[config.mk]
export PLATFORM = sky130hd
export DESIGN_NAME = base64_stream_decoder_core
export DESIGN_NICKNAME = d
export VERILOG_FILES = /design/src/rtl/core/b64d_pkg.sv /design/src/rtl/core/b64d_front.sv /design/src/rtl/core/b64d_queue.sv /design/src/rtl/core/b64d_back.sv /design/src/rtl/core/base64_stream_decoder_core.sv
export VERILOG_INCLUDE_DIRS = /design/src /design/src/rtl/core
export SDC_FILE = /design/constraint.sdc
export NUM_CORES = 1
export LEC_CHECK = 0
export ABC_AREA = 1
export BUFFER_PORTS_ARGS = -buffer_cell sky130_fd_sc_hd__clkbuf_2
export CORE_MARGIN = 8
export CORE_UTILIZATION = 35
export CTS_BUF_LIST = sky130_fd_sc_hd__clkbuf_2 sky130_fd_sc_hd__clkbuf_4 sky130_fd_sc_hd__clkbuf_8
export CTS_CLUSTER_DIAMETER = 100
export DETAILED_ROUTE_END_ITERATION = 7
export GPL_TIMING_DRIVEN = 1
export PLACE_DENSITY = 0.48
export SYNTH_ARGS = -nofsm -noshare
export SYNTH_HDL_FRONTEND = slang
export SYNTH_HIERARCHICAL = 1
export SYNTH_SLANG_ARGS = --single-unit
[constraint.sdc]
create_clock -name clk -period 7.05 [get_ports clk]
set_input_delay 0.705 -clock clk [delete_from_list [all_inputs] [get_ports clk]]
set_output_delay 0.705 -clock clk [all_outputs]
set_load 0.05 [all_outputs]
[src/rtl/core/assert_macros.svh]
// assertion macros used by base64_stream_decoder_core
`ifndef ASSERT_MACROS_SVH
`define ASSERT_MACROS_SVH

// implication checked on every rising clock edge outside reset
`define ASSERT_IMPLY(label, cond, prop, msg) \
	label: assert property (@(posedge clk) disable iff (!arst_n) (cond) |-> (prop)) \
		else $error(msg);

// condition that must never be seen outside reset
`define ASSERT_NEVER(label, expr, msg) \
	label: assert property (@(posedge clk) disable iff (!arst_n) !(expr)) \
		else $error(msg);

`endif

[src/rtl/core/b64d_pkg.sv]
// ----------------------------------------------------------------------------
// b64d_pkg
// Shared types, codes and the symbol table of the base64 stream decoder.
// ----------------------------------------------------------------------------
package b64d_pkg;

	// default depth of the burst queue between front and back
	localparam int QUEUE_DEPTH_DEF = 4;

	// reset value of the strict padding register
	localparam logic STRICT_RESET = 1'b1;

	// decoder modes
	localparam logic [1:0] MODE_DECODE = 2'd0;
	localparam logic [1:0] MODE_PADS   = 2'd1;
	localparam logic [1:0] MODE_OK     = 2'd2;
	localparam logic [1:0] MODE_BAD    = 2'd3;

	// character codes
	localparam logic [7:0] CHAR_TAB = 8'h09;
	localparam logic [7:0] CHAR_CR  = 8'h0D;
	localparam logic [7:0] CHAR_PAD = 8'h3D;

	// symbol value that marks a character outside the alphabet
	localparam logic [6:0] SYM_NONE = 7'd64;

	// status codes
	localparam logic STATUS_OK  = 1'b0;
	localparam logic STATUS_BAD = 1'b1;

	// result kinds
	localparam logic KIND_DATA   = 1'b0;
	localparam logic KIND_STATUS = 1'b1;

	// results caused by one character, handed from front to back
	typedef struct packed {
		logic [7:0] data0;
		logic [7:0] data1;
		logic [7:0] data2;
		logic [1:0] nbytes;
		logic       has_status;
		logic       status;
	} burst_t;

	// standard alphabet lookup, SYM_NONE for anything else
	function automatic logic [6:0] sym_value(input logic [7:0] c);
		logic [6:0] v;
		v = SYM_NONE;
		if (c >= 8'h41 && c <= 8'h5A) begin
			v = 7'(c - 8'h41);
		end else if (c >= 8'h61 && c <= 8'h7A) begin
			v = 7'(c - 8'h61 + 8'd26);
		end else if (c >= 8'h30 && c <= 8'h39) begin
			v = 7'(c - 8'h30 + 8'd52);
		end else if (c == 8'h2B) begin
			v = 7'd62;
		end else if (c == 8'h2F) begin
			v = 7'd63;
		end
		return v;
	endfunction

endpackage

[src/rtl/core/b64d_front.sv]
// ----------------------------------------------------------------------------
// b64d_front
// Takes one character per cycle while accept is high, keeps the group and
// padding state and turns each character into a burst of zero to four results.
// ----------------------------------------------------------------------------
module b64d_front (
	input  logic            clk,
	input  logic            arst_n,
	input  logic            cfg_wr_en,
	input  logic            cfg_wr_data,
	input  logic            accept,
	input  logic [7:0]      in_char,
	input  logic            is_last,
	output logic            burst_push,
	output b64d_pkg::burst_t burst
);
	import b64d_pkg::*;

	logic        strict_q;
	logic [1:0]  mode_q, mode_n;
	logic [1:0]  phase_q, phase_n;
	logic [17:0] acc_q, acc_n;
	logic [1:0]  pads_q, pads_n;
	logic [6:0]  sym;
	logic        space;
	logic        pad_now;
	logic        flush_now;
	logic        do_flush;
	logic [23:0] full_grp;
	burst_t      br;

	// configuration register
	always_ff @(posedge clk or negedge arst_n) begin
		if (!arst_n) begin
			strict_q <= STRICT_RESET;
		end else if (cfg_wr_en) begin
			strict_q <= cfg_wr_data;
		end
	end

	// character classification and next state
	always_comb begin
		sym       = sym_value(in_char);
		space     = (in_char >= CHAR_TAB) && (in_char <= CHAR_CR);
		full_grp  = {acc_q, sym[5:0]};
		mode_n    = mode_q;
		phase_n   = phase_q;
		acc_n     = acc_q;
		pads_n    = pads_q;
		pad_now   = 1'b0;
		flush_now = 1'b0;
		br        = '0;
		case (mode_q)
			MODE_DECODE: begin
				if (sym != SYM_NONE) begin
					if (phase_q == 2'd3) begin
						br.data0  = full_grp[23:16];
						br.data1  = full_grp[15:8];
						br.data2  = full_grp[7:0];
						br.nbytes = 2'd3;
						phase_n   = 2'd0;
						acc_n     = '0;
					end else begin
						acc_n   = {acc_q[11:0], sym[5:0]};
						phase_n = phase_q + 2'd1;
					end
				end else if (!space) begin
					if (phase_q == 2'd0) begin
						mode_n = MODE_OK;
					end else if (phase_q == 2'd1) begin
						mode_n = MODE_BAD;
					end else if (!strict_q) begin
						flush_now = 1'b1;
						mode_n    = MODE_OK;
					end else begin
						pads_n  = 2'(3'd4 - {1'b0, phase_q});
						mode_n  = MODE_PADS;
						pad_now = 1'b1;
					end
				end
			end
			MODE_PADS: begin
				pad_now = !space;
			end
			default: begin
			end
		endcase

		// padding character handling
		if (pad_now) begin
			if (in_char == CHAR_PAD) begin
				pads_n = pads_n - 2'd1;
				if (pads_n == 2'd0) begin
					flush_now = 1'b1;
					mode_n    = MODE_OK;
				end
			end else begin
				mode_n = MODE_BAD;
			end
		end

		// pending bytes of a partial group go out on a good stop or stream end
		do_flush = flush_now || (is_last && mode_n == MODE_DECODE && phase_n != 2'd1);
		if (do_flush) begin
			case (phase_n)
				2'd2: begin
					br.data0  = acc_n[11:4];
					br.nbytes = 2'd1;
				end
				2'd3: begin
					br.data0  = acc_n[17:10];
					br.data1  = acc_n[9:2];
					br.nbytes = 2'd2;
				end
				default: begin
				end
			endcase
			phase_n = 2'd0;
			acc_n   = '0;
		end

		// stream end closes with a status and clears the state
		if (is_last) begin
			br.has_status = 1'b1;
			if (mode_n == MODE_DECODE) begin
				br.status = (phase_n == 2'd1) ? STATUS_BAD : STATUS_OK;
			end else begin
				br.status = (mode_n == MODE_OK) ? STATUS_OK : STATUS_BAD;
			end
			mode_n  = MODE_DECODE;
			phase_n = 2'd0;
			acc_n   = '0;
			pads_n  = 2'd0;
		end
	end

	// decoder state
	always_ff @(posedge clk or negedge arst_n) begin
		if (!arst_n) begin
			mode_q  <= MODE_DECODE;
			phase_q <= 2'd0;
			acc_q   <= '0;
			pads_q  <= 2'd0;
		end else if (accept) begin
			mode_q  <= mode_n;
			phase_q <= phase_n;
			acc_q   <= acc_n;
			pads_q  <= pads_n;
		end
	end

	// only characters that cause results enter the queue
	assign burst_push = accept && (br.nbytes != 2'd0 || br.has_status);
	assign burst      = br;

endmodule

[src/rtl/core/b64d_queue.sv]
// ----------------------------------------------------------------------------
// b64d_queue
// Short first-in first-out queue of result bursts between front and back.
// ----------------------------------------------------------------------------
module b64d_queue #(
	parameter int DEPTH = b64d_pkg::QUEUE_DEPTH_DEF
) (
	input  logic             clk,
	input  logic             arst_n,
	input  logic             wr_en,
	input  b64d_pkg::burst_t wr_data,
	output logic             full,
	input  logic             rd_en,
	output b64d_pkg::burst_t rd_data,
	output logic             empty
);
	import b64d_pkg::*;

	localparam int PW = (DEPTH > 1) ? $clog2(DEPTH) : 1;
	localparam int CW = $clog2(DEPTH + 1);
	localparam logic [PW-1:0] LAST_PTR = PW'(DEPTH - 1);
	localparam logic [CW-1:0] DEPTH_CNT = CW'(DEPTH);
	localparam logic [PW-1:0] PTR_ONE = PW'(1);
	localparam logic [CW-1:0] CNT_ONE = CW'(1);

	burst_t          entry_q [DEPTH];
	logic [PW-1:0]   wr_ptr_q;
	logic [PW-1:0]   rd_ptr_q;
	logic [CW-1:0]   count_q;
	logic            do_wr;
	logic            do_rd;

	assign full  = (count_q == DEPTH_CNT);
	assign empty = (count_q == '0);
	assign do_wr = wr_en && !full;
	assign do_rd = rd_en && !empty;

	// storage
	always_ff @(posedge clk) begin
		if (do_wr) begin
			entry_q[wr_ptr_q] <= wr_data;
		end
	end

	assign rd_data = entry_q[rd_ptr_q];

	// pointers and fill count
	always_ff @(posedge clk or negedge arst_n) begin
		if (!arst_n) begin
			wr_ptr_q <= '0;
			rd_ptr_q <= '0;
			count_q  <= '0;
		end else begin
			if (do_wr) begin
				wr_ptr_q <= (wr_ptr_q == LAST_PTR) ? '0 : wr_ptr_q + PTR_ONE;
			end
			if (do_rd) begin
				rd_ptr_q <= (rd_ptr_q == LAST_PTR) ? '0 : rd_ptr_q + PTR_ONE;
			end
			if (do_wr && !do_rd) begin
				count_q <= count_q + CNT_ONE;
			end else if (do_rd && !do_wr) begin
				count_q <= count_q - CNT_ONE;
			end
		end
	end

endmodule

[src/rtl/core/b64d_back.sv]
// ----------------------------------------------------------------------------
// b64d_back
// Walks the burst at the queue head and hands out its results one per
// transfer, the data bytes first and the status item last.
// ----------------------------------------------------------------------------
module b64d_back (
	input  logic             clk,
	input  logic             arst_n,
	input  b64d_pkg::burst_t head,
	input  logic             head_empty,
	input  logic             pop,
	output logic             head_pop,
	output logic [7:0]       out_byte,
	output logic             item_kind,
	output logic             status_code,
	output logic             last_of_run
);
	import b64d_pkg::*;

	logic [1:0] idx_q;
	logic       at_status;
	logic       is_final;
	logic       take;

	// position inside the head burst
	assign at_status = head.has_status && (idx_q == head.nbytes);
	assign is_final  = head.has_status ? (idx_q == head.nbytes)
	                                   : (idx_q == head.nbytes - 2'd1);
	assign take      = pop && !head_empty;
	assign head_pop  = take && is_final;

	// result fields
	always_comb begin
		out_byte    = 8'd0;
		item_kind   = KIND_DATA;
		status_code = STATUS_OK;
		if (at_status) begin
			item_kind   = KIND_STATUS;
			status_code = head.status;
		end else begin
			case (idx_q)
				2'd0:    out_byte = head.data0;
				2'd1:    out_byte = head.data1;
				2'd2:    out_byte = head.data2;
				default: out_byte = 8'd0;
			endcase
		end
		last_of_run = is_final;
	end

	// step through the burst
	always_ff @(posedge clk or negedge arst_n) begin
		if (!arst_n) begin
			idx_q <= 2'd0;
		end else if (take) begin
			idx_q <= is_final ? 2'd0 : idx_q + 2'd1;
		end
	end

endmodule

[src/rtl/core/base64_stream_decoder_core.sv]
// ----------------------------------------------------------------------------
// base64_stream_decoder_core
// Streaming base64 decoder, one character in per transfer, bytes and an
// end-of-stream status out in order.
// ----------------------------------------------------------------------------
// A character is taken in every cycle in which push is high and full is low;
// the front updates the group state in that same cycle and writes the results
// the character causes, if any (one to four), into a queue of QUEUE_DEPTH
// bursts as one entry. Results leave one per cycle while pop is high and
// empty is low: a completed group gives three results, a stream end up to
// four. full rises only when all QUEUE_DEPTH entries are waiting on the
// result side. strict_padding is written through cfg_wr_en and cfg_wr_data
// and resets to 1.
module base64_stream_decoder_core #(
	parameter int QUEUE_DEPTH = b64d_pkg::QUEUE_DEPTH_DEF
) (
	input  logic       clk,
	input  logic       arst_n,
	input  logic       cfg_wr_en,
	input  logic       cfg_wr_data,
	input  logic       push,
	output logic       full,
	input  logic [7:0] in_char,
	input  logic       is_last,
	output logic       empty,
	input  logic       pop,
	output logic [7:0] out_byte,
	output logic       item_kind,
	output logic       status_code,
	output logic       last_of_run
);
	import b64d_pkg::*;
	`include "assert_macros.svh"

	logic   accept;
	logic   bq_push;
	logic   bq_pop;
	burst_t bq_wr;
	burst_t bq_head;

	assign accept = push && !full;

	// front: classify and decode
	b64d_front u_front (
		.clk         (clk),
		.arst_n      (arst_n),
		.cfg_wr_en   (cfg_wr_en),
		.cfg_wr_data (cfg_wr_data),
		.accept      (accept),
		.in_char     (in_char),
		.is_last     (is_last),
		.burst_push  (bq_push),
		.burst       (bq_wr)
	);

	// burst queue
	b64d_queue #(
		.DEPTH (QUEUE_DEPTH)
	) u_queue (
		.clk     (clk),
		.arst_n  (arst_n),
		.wr_en   (bq_push),
		.wr_data (bq_wr),
		.full    (full),
		.rd_en   (bq_pop),
		.rd_data (bq_head),
		.empty   (empty)
	);

	// back: serialize results
	b64d_back u_back (
		.clk         (clk),
		.arst_n      (arst_n),
		.head        (bq_head),
		.head_empty  (empty),
		.pop         (pop),
		.head_pop    (bq_pop),
		.out_byte    (out_byte),
		.item_kind   (item_kind),
		.status_code (status_code),
		.last_of_run (last_of_run)
	);

	// checks
	`ASSERT_NEVER(a_push_when_full, bq_push && full, "burst written into a full queue")
	`ASSERT_IMPLY(a_head_nonempty, !empty, bq_head.nbytes != 2'd0 || bq_head.has_status, "queued burst holds no result")
	`ASSERT_IMPLY(a_status_closes, !empty && item_kind == KIND_STATUS, last_of_run, "status item not last of its run")
	`ASSERT_IMPLY(a_data_no_status, !empty && item_kind == KIND_DATA, status_code == STATUS_OK, "data item carries a status")

endmodule
==> results.env <==
TOTAL_LEAKAGE_POWER_uW=0.003821
ROUTED_VIA_DENSITY=4.812
FINAL_COMMON_CELL='sky130_fd_sc_hd__nand2_1'
SHARE_OF_FINAL_LAYOUT_STANDARD_CELLS_STRONGER_THAN_DRIVE_STRENGTH_1_PCT=19.39
TYPE_OF_THE_WORST_SETUP_PATH='in2reg'
CLOCK_POWER_SHARE_PCT=18.7
FIN_WORST_SKEW_NS=0.01606
CRITPATHARRIVALTIME_NS=5.52
YOSYSTOPAREACELL='sky130_fd_sc_hd__edfxtp_1'
DRTANTENNAVIOLNETS=0
TIMING.FMAX_MHz=193.6
POWER.NET_SWITCHING_uW=1764
END_KIND='flip-flop'
WL_UM=19520
CLOCK-SINKS=146
CELL_FAMILY_CONTRIBUTING_THE_MOST_DELAY_ON_THE_CRITICAL_PATH='simple AND/OR/NAND/NOR gates'
SETUP_VIOL=0
TOTALNEGATIVESETUPSLACK_NS=0
DIE_W_UM=169.7
TIMING_WORST_SLEW_PIN_VALUE_NS=0.9651
SYNTH-EDFF-COUNT=112
INITIAL_ANTENNA_VIOLATION_COUNT=0
FINISH.NET_COUNT=943
OUTCOME='completed'
P_R_AREA_GROWTH_VS_SYN_PCT=9.427
CLOCK_TREE.BUFFER_DEPTH=2
SYNTHTOPCELLSBYAREA='sky130_fd_sc_hd__edfxtp_1 (41%), sky130_fd_sc_hd__nand2_1 (11%), sky130_fd_sc_hd__dfrtp_1 (10%)'
CRITICAL_PATH.MAX_FANOUT=11
WORST-R2R-SETUP-SLACK_NS=2.47
CLK_ROOT_BUFFER_CELL='sky130_fd_sc_hd__clkbuf_8'
HOLD_VIOL=0
GLOBAL_ROUTE.OVERFLOW_TOTAL=0
YOSYS_MOST_USED_DFF='sky130_fd_sc_hd__edfxtp_1'
ROW_COUNT=56
BOUNDARYPINS=28
PORT_BUFFERS=27
FINALWEIGHTEDCONGESTION=0.8874
DETAIL_ROUTE.FIRST_PASS.ITERATIONS=4
CTS_TREE='yes'
FIRST_PASS_GRT_WIRE_LENGTH_UM=31490
P_COMB_SHARE_PCT=48.2
FINAL_WORST_PATH_PERIOD_NEED_NS=5.165
SHARE_OF_SYNTHESIZED_AREA_OCCUPIED_BY_FLIP_FLOPS_AND_LATCHES_PCT=50.98
POST-ROUTE-DRC-COUNT=0
RR_ENDPOINT='u_queue/count_q[2]$_DFFE_PN0P_'
RSZ0062_AT_GRT='false'
SYNTH_SEQ_CELLS=146
PWR_DENSITY_CELL_nW_PER_UM2=400.3
CTS_POST_SETUP_BUFFERS_INSERTED=0
MAXIMUM_LEVEL_OF_THE_CTS_H_TREE=4
TIMING.HOLD.WORST.CLASS='in2async'
CRITICAL_PATH.STARTPOINT_TYPE='input pin'
CRIT_TOP_CELL='sky130_fd_sc_hd__nand2_1'
SWITCHING_SHARE_PCT=48.70
POWER_REPORT.INTERNAL_TOTAL_uW=1858
SYN_AREA_PER_CELL_UM2=9.333
MOST-COMMON-LAYOUT-CELLS='sky130_fd_sc_hd__nand2_1 (244), sky130_fd_sc_hd__inv_1 (128), sky130_fd_sc_hd__edfxtp_1 (112), sky130_fd_sc_hd__nand3_1 (61), sky130_fd_sc_hd__dfrtp_1 (32)'
DIE-HEIGHT_UM=169.7
VIAS=5953
CLOCK_SLEW_AT_REPORTED_PATH_FFS_NS=0.09
MAX_STAGE_DELAY_NS=0.38
FLOORPLAN.INITIALDENSITY_PCT=35.44
POST_LAYOUT_NONFILLER_INSTANCES=1237
CAP_VIOL_MAX_COUNT=0
MAX_SLEW_MARGIN_PCT=35.66
CRIT-REG2REG-LAUNCH='u_front/mode_q[0]$_DFFE_PN0P_'
TIMING.CRITICAL_PATH.REQUIRED_NS=7.41
POST_SYNTH_INSTANCE_AREA_UM2=8269
SHARE_OF_YOSYS_CELL_AREA_CLAIMED_BY_THE_TOP_AREA_CELL_TYPE_PCT=40.67
CRITICAL_PATH_BUF_INV_COUNT=6
CTS_RESIZED=0
TIMING.FINAL.CRIT_SHARE_PCT=73.27
ANTENNA_FIX_CELLS=0
CTS.HOLD.BUFFERS_ADDED=0
PWR-SHARE-SEQ_PCT=33.1
CPMAXSTAGEDELAYCELL='sky130_fd_sc_hd__fa_1'
SYNTH_CELL_TYPE_COUNT=46
POST_SYNTHESIS_INSTANCE_TOTAL=886
ASYNCSETRESETFLOPFRACSYNTH_PCT=23.29
SYNTH.NET_COUNT=924
PLACE_INST=1205
CTS_MADE_BUFFERS=17
DIE_AREA_UM2=28800
GRT_START_MAX_NET_PINS=75
GRT_PASS1_VIAS=5855
IR_WORST_VDD_mV=0.1904
POWER_uW=3622
PLACE.DETAILED.HPWL_UM=13200
SLEW_VIOLATIONS=0
FINAL_CORE_UTILIZATION_PCT=38.78
CLOCK_LATENCY_NS=0.46
WIRE_PER_INST_UM=15.78
YOSYSWARNINGCOUNT=6
REG2REG_DEPTH=27
DRT_ITER0_MARKERS=312
GRT_UTIL_ALL_LAYERS_PCT=14.11
PLACEABLECOREAREA_UM2=23330
sequential cells by signal, indices dropped and copies added (netlist names):
| register | flops |
|---|---|
| u_front/mode_q | 2 |
| u_front/acc_q | 18 |
| u_queue/count_q | 3 |
| u_front/pads_q | 2 |
| u_front/phase_q | 2 |
| u_queue/entry_q | 112 |
| u_back/idx_q | 2 |
| u_queue/wr_ptr_q | 2 |
| u_queue/rd_ptr_q | 2 |
| u_front/strict_q | 1 |
power groups by stage:
stage	Sequential [uW]	Clock [uW]	Combinational [uW]
floorplan	1180	0	1440
global placement	1220	0	1770
detailed placement	1220	0	1770
CTS	1200	694	1770
global route	1220	732	1930
finish	1200	676	1750
synth_stat cells, types with 2 or more instances:
| library cell | number |
|---|---|
| sky130_fd_sc_hd__nand4_1 | 8 |
| sky130_fd_sc_hd__nand3_2 | 3 |
| sky130_fd_sc_hd__nand3_1 | 61 |
| sky130_fd_sc_hd__clkbuf_2 | 2 |
| sky130_fd_sc_hd__xor2_1 | 3 |
| sky130_fd_sc_hd__nand2_2 | 11 |
| sky130_fd_sc_hd__o21ai_1 | 4 |
| sky130_fd_sc_hd__dfrtp_1 | 33 |
| sky130_fd_sc_hd__nand2_4 | 5 |
| sky130_fd_sc_hd__edfxtp_1 | 112 |
| sky130_fd_sc_hd__inv_1 | 128 |
| sky130_fd_sc_hd__nor2_4 | 4 |
| sky130_fd_sc_hd__inv_2 | 12 |
| sky130_fd_sc_hd__o211ai_1 | 26 |
| sky130_fd_sc_hd__a21oi_2 | 5 |
| sky130_fd_sc_hd__o22ai_2 | 8 |
| sky130_fd_sc_hd__o21ai_0 | 28 |
| sky130_fd_sc_hd__clkbuf_1 | 5 |
| sky130_fd_sc_hd__buf_1 | 2 |
| sky130_fd_sc_hd__nand3b_1 | 2 |
| sky130_fd_sc_hd__nor2_1 | 33 |
| sky130_fd_sc_hd__o22ai_1 | 23 |
| sky130_fd_sc_hd__buf_2 | 10 |
| sky130_fd_sc_hd__ha_1 | 22 |
| sky130_fd_sc_hd__o21ai_2 | 8 |
| sky130_fd_sc_hd__buf_6 | 9 |
| sky130_fd_sc_hd__a21oi_1 | 8 |
| sky130_fd_sc_hd__nand2_1 | 244 |
| sky130_fd_sc_hd__buf_4 | 6 |
| sky130_fd_sc_hd__nor2_2 | 12 |
| sky130_fd_sc_hd__xnor2_1 | 2 |
| sky130_fd_sc_hd__o211ai_2 | 31 |
| sky130_fd_sc_hd__nor3_1 | 3 |
per-stage QoR:
stage	area, um2	setup slack (ns)	hold WS, ns
final	9049	1.885	0.3835
after CTS	9049	1.936	0.3821
after global routing	9049	1.394	0.4038
after detailed placement	8630	1.434	0.4711
after floorplan	8269	1.676	0.4094
after global placement	8630	1.520	0.4702
area by class of cell:
class,count,area (um2)
fill,2386,14280
sequential,146,4219
multi-input combinational,563,3273
inverter,142,543.0
tap,319,399.1
clock buffer,17,234.0
timing repair buffer,35,195.2
clock inverter,15,185.2
routing by layer:
metal  vias to the layer above  share of wire (%)  GRT usage [%]
li1                       2995                  -              -
met5                         -                  0              0
met2                        79                 49          24.21
met3                        15                3.3          2.931
met1                      2864                 47          17.74
met4                         0               0.86          3.771
cells by family (layout without fill, tap and decap cells):
kind of cell | after synthesis | count (layout) | synth area share [%]
AND/OR/NAND/NOR | 389 | 389 | 20.99
adder cells (fa/ha/maj) | 23 | 23 | 3.571
XOR/XNOR | 6 | 6 | 0.7264
flip-flops | 146 | 146 | 50.98
AO/OA/AOI/OAI | 145 | 145 | 14.18
buffers and inverters | 177 | 209 | 9.563
worst max path at each step:
stage | depth (start not counted) | end | slack, ns | from
after floorplan | 29 | u_queue/entry_q[0][0]$_DFFE_PP_ | 1.68 | in_char[2]
after CTS | 35 | u_queue/count_q[2]$_DFFE_PN0P_ | 1.94 | in_char[2]
after detailed placement | 35 | u_queue/count_q[2]$_DFFE_PN0P_ | 1.43 | in_char[2]
after global routing | 36 | u_queue/count_q[2]$_DFFE_PN0P_ | 1.39 | in_char[2]
after global placement | 36 | u_queue/count_q[2]$_DFFE_PN0P_ | 1.52 | in_char[2]
final | 35 | u_queue/count_q[2]$_DFFE_PN0P_ | 1.88 | in_char[2]
Note: power is estimated with default switching activity, not from simulation.
